`src/rtl/chm_pkg.sv`:
```
`timescale 1ns / 1ps
// ---------------------------------------------------------------------------
// chm_pkg: shared types and codes for the chained hash map engine
// Opcodes, status codes and the controller/datapath command and status structs.
// ---------------------------------------------------------------------------
package chm_pkg;

	localparam int KEY_SHIFT = 3;

	typedef enum logic [1:0] {
		OP_PUT    = 2'd0,
		OP_SET    = 2'd1,
		OP_GET    = 2'd2,
		OP_REMOVE = 2'd3
	} op_t;

	typedef enum logic [1:0] {
		ST_OK   = 2'd0,
		ST_MISS = 2'd1,
		ST_FULL = 2'd2
	} status_t;

	// controller -> datapath
	typedef struct packed {
		logic load;      // capture input item, read bucket head
		logic rd_node;   // read key/link/value of current node
		logic step;      // advance to link of current node
		logic do_insert; // pop free node, write it, relink head
		logic do_update; // write value of hit node
		logic do_remove; // unlink hit node, push it
		logic rd_stack;  // read free stack top
		logic set_out;   // load result register
	} cmd_t;

	// datapath -> controller
	typedef struct packed {
		logic at_end;    // current reference is 0 or out of range, or walk limit reached
		logic match;     // current node key equals item key
		logic empty;     // free pool exhausted
		op_t  op;
	} stat_t;

endpackage

```
`src/rtl/chm_ctrl.sv`:
```
`timescale 1ns / 1ps
// ---------------------------------------------------------------------------
// chm_ctrl: operation sequencer
// Walks the chain one node at a time (read, then compare), then commits and posts the result.
// ---------------------------------------------------------------------------
module chm_ctrl (
	input  logic           clk,
	input  logic           arst_n,
	input  logic           in_valid,
	output logic           in_stall,
	output logic           out_valid,
	input  logic           out_stall,
	input  chm_pkg::stat_t stat,
	output chm_pkg::cmd_t  cmd
);
	import chm_pkg::*;

	typedef enum logic [4:0] {
		S_IDLE = 5'b00001,
		S_READ = 5'b00010,
		S_CMP  = 5'b00100,
		S_DONE = 5'b01000,
		S_OUT  = 5'b10000
	} state_t;

	state_t state_q, state_d;
	logic   out_valid_q;
	logic   hit;

	assign hit       = stat.match && !stat.at_end;
	assign in_stall  = (state_q != S_IDLE) || (out_valid_q && out_stall);
	assign out_valid = out_valid_q;

	always_comb begin
		state_d = state_q;
		cmd     = '0;
		unique case (state_q)
			S_IDLE: begin
				if (in_valid && !in_stall) begin
					cmd.load = 1'b1;
					state_d  = S_READ;
				end
			end
			S_READ: begin
				cmd.rd_node  = 1'b1;
				cmd.rd_stack = 1'b1;
				state_d = stat.at_end ? S_DONE : S_CMP;
			end
			S_CMP: begin
				if (hit) begin
					state_d = S_DONE;
				end else begin
					cmd.step = 1'b1;
					state_d  = S_READ;
				end
			end
			S_DONE: begin
				if (!out_valid_q || !out_stall) begin
					cmd.set_out = 1'b1;
					unique case (stat.op)
						OP_PUT:    cmd.do_insert = !stat.empty;
						OP_SET:    begin
							cmd.do_update = hit;
							cmd.do_insert = !hit && !stat.empty;
						end
						OP_REMOVE: cmd.do_remove = hit;
						default:   ;
					endcase
					state_d = S_OUT;
				end
			end
			S_OUT: state_d = S_IDLE;
			default: state_d = S_IDLE;
		endcase
	end

	always_ff @(posedge clk or negedge arst_n) begin
		if (!arst_n) begin
			state_q     <= S_IDLE;
			out_valid_q <= 1'b0;
		end else begin
			state_q <= state_d;
			if (cmd.set_out) out_valid_q <= 1'b1;
			else if (!out_stall) out_valid_q <= 1'b0;
		end
	end

endmodule

```
`config.mk`:
```
export PLATFORM = sky130hd
export DESIGN_NAME = chm_ctrl
export DESIGN_NICKNAME = d
export VERILOG_FILES = /design/src/rtl/chm_pkg.sv /design/src/rtl/chm_ctrl.sv
export SDC_FILE = /design/constraint.sdc
export NUM_CORES = 1
export LEC_CHECK = 0
export BUFFER_PORTS_ARGS = -buffer_cell sky130_fd_sc_hd__buf_2
export CORE_AREA = 2 2 39 41
export CTS_BUF_LIST = sky130_fd_sc_hd__clkbuf_4 sky130_fd_sc_hd__clkbuf_8
export DETAILED_ROUTE_END_ITERATION = 8
export DIE_AREA = 0 0 41 43
export GPL_ROUTABILITY_DRIVEN = 1
export PLACE_DENSITY = 0.59
export SYNTH_ARGS = -nofsm -noshare
export SYNTH_HDL_FRONTEND = slang
export SYNTH_SLANG_ARGS = --single-unit
```
`constraint.sdc`:
```
create_clock -name clk -period 2.1 [get_ports clk]
set_input_delay 0.21 -clock clk [delete_from_list [all_inputs] [get_ports clk]]
set_output_delay 0.21 -clock clk [all_outputs]
set_load 0.005 [all_outputs]
```
==> impl_metrics.yaml <==
status:
  outcome: "completed"
clock_tree:
  cts_setup_buffers: 0
  cts_htree_levels: 1
  cts_tree: "done"
  cts_buffers: 3
  cts_root_buffer: "clkbuf_4"
  clk_pin_slew_worst_paths_ps: 50
  clk-insertion-delay-late_ps: 250
  clock_path_buffers: 2
  cts_sinks: 6
logic_synthesis:
  async_reset_ff_frac: 1.00
  synthFlopType: "dfrtp_1"
  ys_warn_count: 0
  synth_edf_count: 0
  yosysUniqueCellTypes: 26
  syn-mean-instance-area_um2: 8.79
  synth_cells: 41
  synth_seq_cells: 6
  syn_nets: 50
  synth_area_um2: 360
  yosysSeqAreaShare: 0.420
run:
  maxCapViolations: 0
sta:
  timing.fmax_mhz: 606
  slew_headroom: 0.823
  clock_skew_ps: 4.51
  rsz0062_at_grt: "false"
  tightest_slew_ps: 265
  tns_ps: 0
  layout_min_cycle_time_ps: 1650
  period_share: 0.786
  drv_slew: 0
  hold_viol_final: 0
  setup_violations: 0
layout:
  mostFrequentLayoutCells: "18 x buf_2, 6 x nor2_1, 5 x dfrtp_1, 4 x clkbuf_4"
  multi_input_area_um2: 190
  synthToLayoutAreaGrowth_pct: 39.6
  drive_gt1_frac: 0.413
  fillers: 143
  final_common_cell: "buf_2"
  fin_nets: 73
  regArea_um2: 151
  n_antenna_cell: 0
  finalInstanceArea_um2: 503
routing:
  first_iter_violations: 4
  routed_wl_um: 814
  viasPerCell: 4.67
  firstDrtPassIters: 2
  wl_per_cell_um: 10.3
  drc: 0
  ant_nets: 0
  num_vias: 369
floorplanning:
  core-area_um2: 1380
  die_w_um: 41
  die_h_um: 43
  io_pins: 19
  fp-row-count: 14
  die_area_um2: 1760
  initial_core_util: 0.260
grt:
  grt_usage: 0.117
  grt_pass1_wl_mm: 1.35
  antenna_found_initial: 0
  grt_max_degree: 9
  grt-ovfl-total: 0
  grt_pass1_vias: 318
critical_path:
  critPathRequiredTime_ps: 1890
  worstPathMaxFanout: 7
  ff2ff_path_depth: 2
  worst_setup_path_start_kind: "flip-flop"
  endpoint_kind: "output port"
  path_class: "flip-flop to output port"
  regToRegSetupSlack_ps: 960
  cp.arrival_ps: 1440
placement:
  gp_congestion: 0.734
  io_buffers: 18
  dpl.hpwl_um: 649
  placed_area_um2: 463
hold_path:
  hold_path_depth: 2
  hold_path.class: "input port to flip-flop"
pwr:
  ir_drop_mv: 0.550
  leakage_uw: 0.000281
  power.density_nw_per_um2: 970
cell families (layout without fill, tap and decap cells):
kind of cell,after synthesis,after routing,share of synthesized area
buf+inv,4,26,0.0521
flops,6,6,0.420
simple gates,24,24,0.392
xor+xnor,1,1,0.0243
compound gates,6,6,0.111
critical path, stage by stage (launching register included):
cell,delay [ps]
dfrtp_1,430
or3_4,430
nand4bb_1,190
buf_2,130
routing by layer:
metal	track usage	wire, µm	vias up
li1	-	-	191
met1	0.154	372	164
met2	0.169	367	14
met3	0.0785	74	0
met4	0	0	0
met5	0	0	-
path summary, 6_finish.rpt:
path	start	endpoint
setup / recovery	state_q[1]	in_stall
hold / removal	stat[4]	state_q[2]
setup reg to reg	state_q[1]	state_q[0]
hold reg to reg	out_valid	out_valid
max in group asynchronous	arst_n	state_q[0]
min in group asynchronous	arst_n	state_q[1]
cell usage after synthesis (2+ instances only):
library cell,count,area (µm²)
dfrtp_1,5,125
nor2_1,6,22.5
nand2_1,3,11.3
nor4_1,2,12.5
nand2b_1,2,12.5
inv_1,3,11.3
where the power goes:
part / leakage [µW] / total (µW) / switching, µW / internal, µW
combinational: 0.000184 / 177 / 76.7 / 100
clock: 0.0000184 / 127 / 42.2 / 84.9
sequential: 0.0000790 / 184 / 37.2 / 146
sequential cells by signal, summed over array words and instances, names as in the netlist:
register / cells
out_valid: 1
state_q: 5
metrics by stage:
| stage | utilization | power (µW) | cells | hold slack, ps | setup slack [ps] |
|---|---|---|---|---|---|
| floorplan | - | 304 | 41 | -85.6 | 877 |
| global placement | 0.335 | 362 | 74 | 36.9 | 722 |
| detailed placement | 0.335 | 364 | 74 | 37.8 | 705 |
| CTS | 0.363 | 496 | 79 | 146 | 435 |
| global route | 0.363 | 534 | 79 | 152 | 363 |
| finish | 0.363 | 488 | 79 | 145 | 449 |
repair_timing:
item,CTS,global route
endpoints found under the setup margin,0,0
gates resized for setup,0,0
endpoints found under the hold margin,6,0
hold buffers,1,0
layout make-up:
type / instances / share of cell area
clock buffers: 4 / 0.0597
inverters: 3 / 0.0224
multi-input cells: 31 / 0.378
flip-flops and latches: 6 / 0.301
well taps: 16 / 0.0398
repair buffers: 19 / 0.199
No activity file was read; power rests on OpenSTA's default activity.
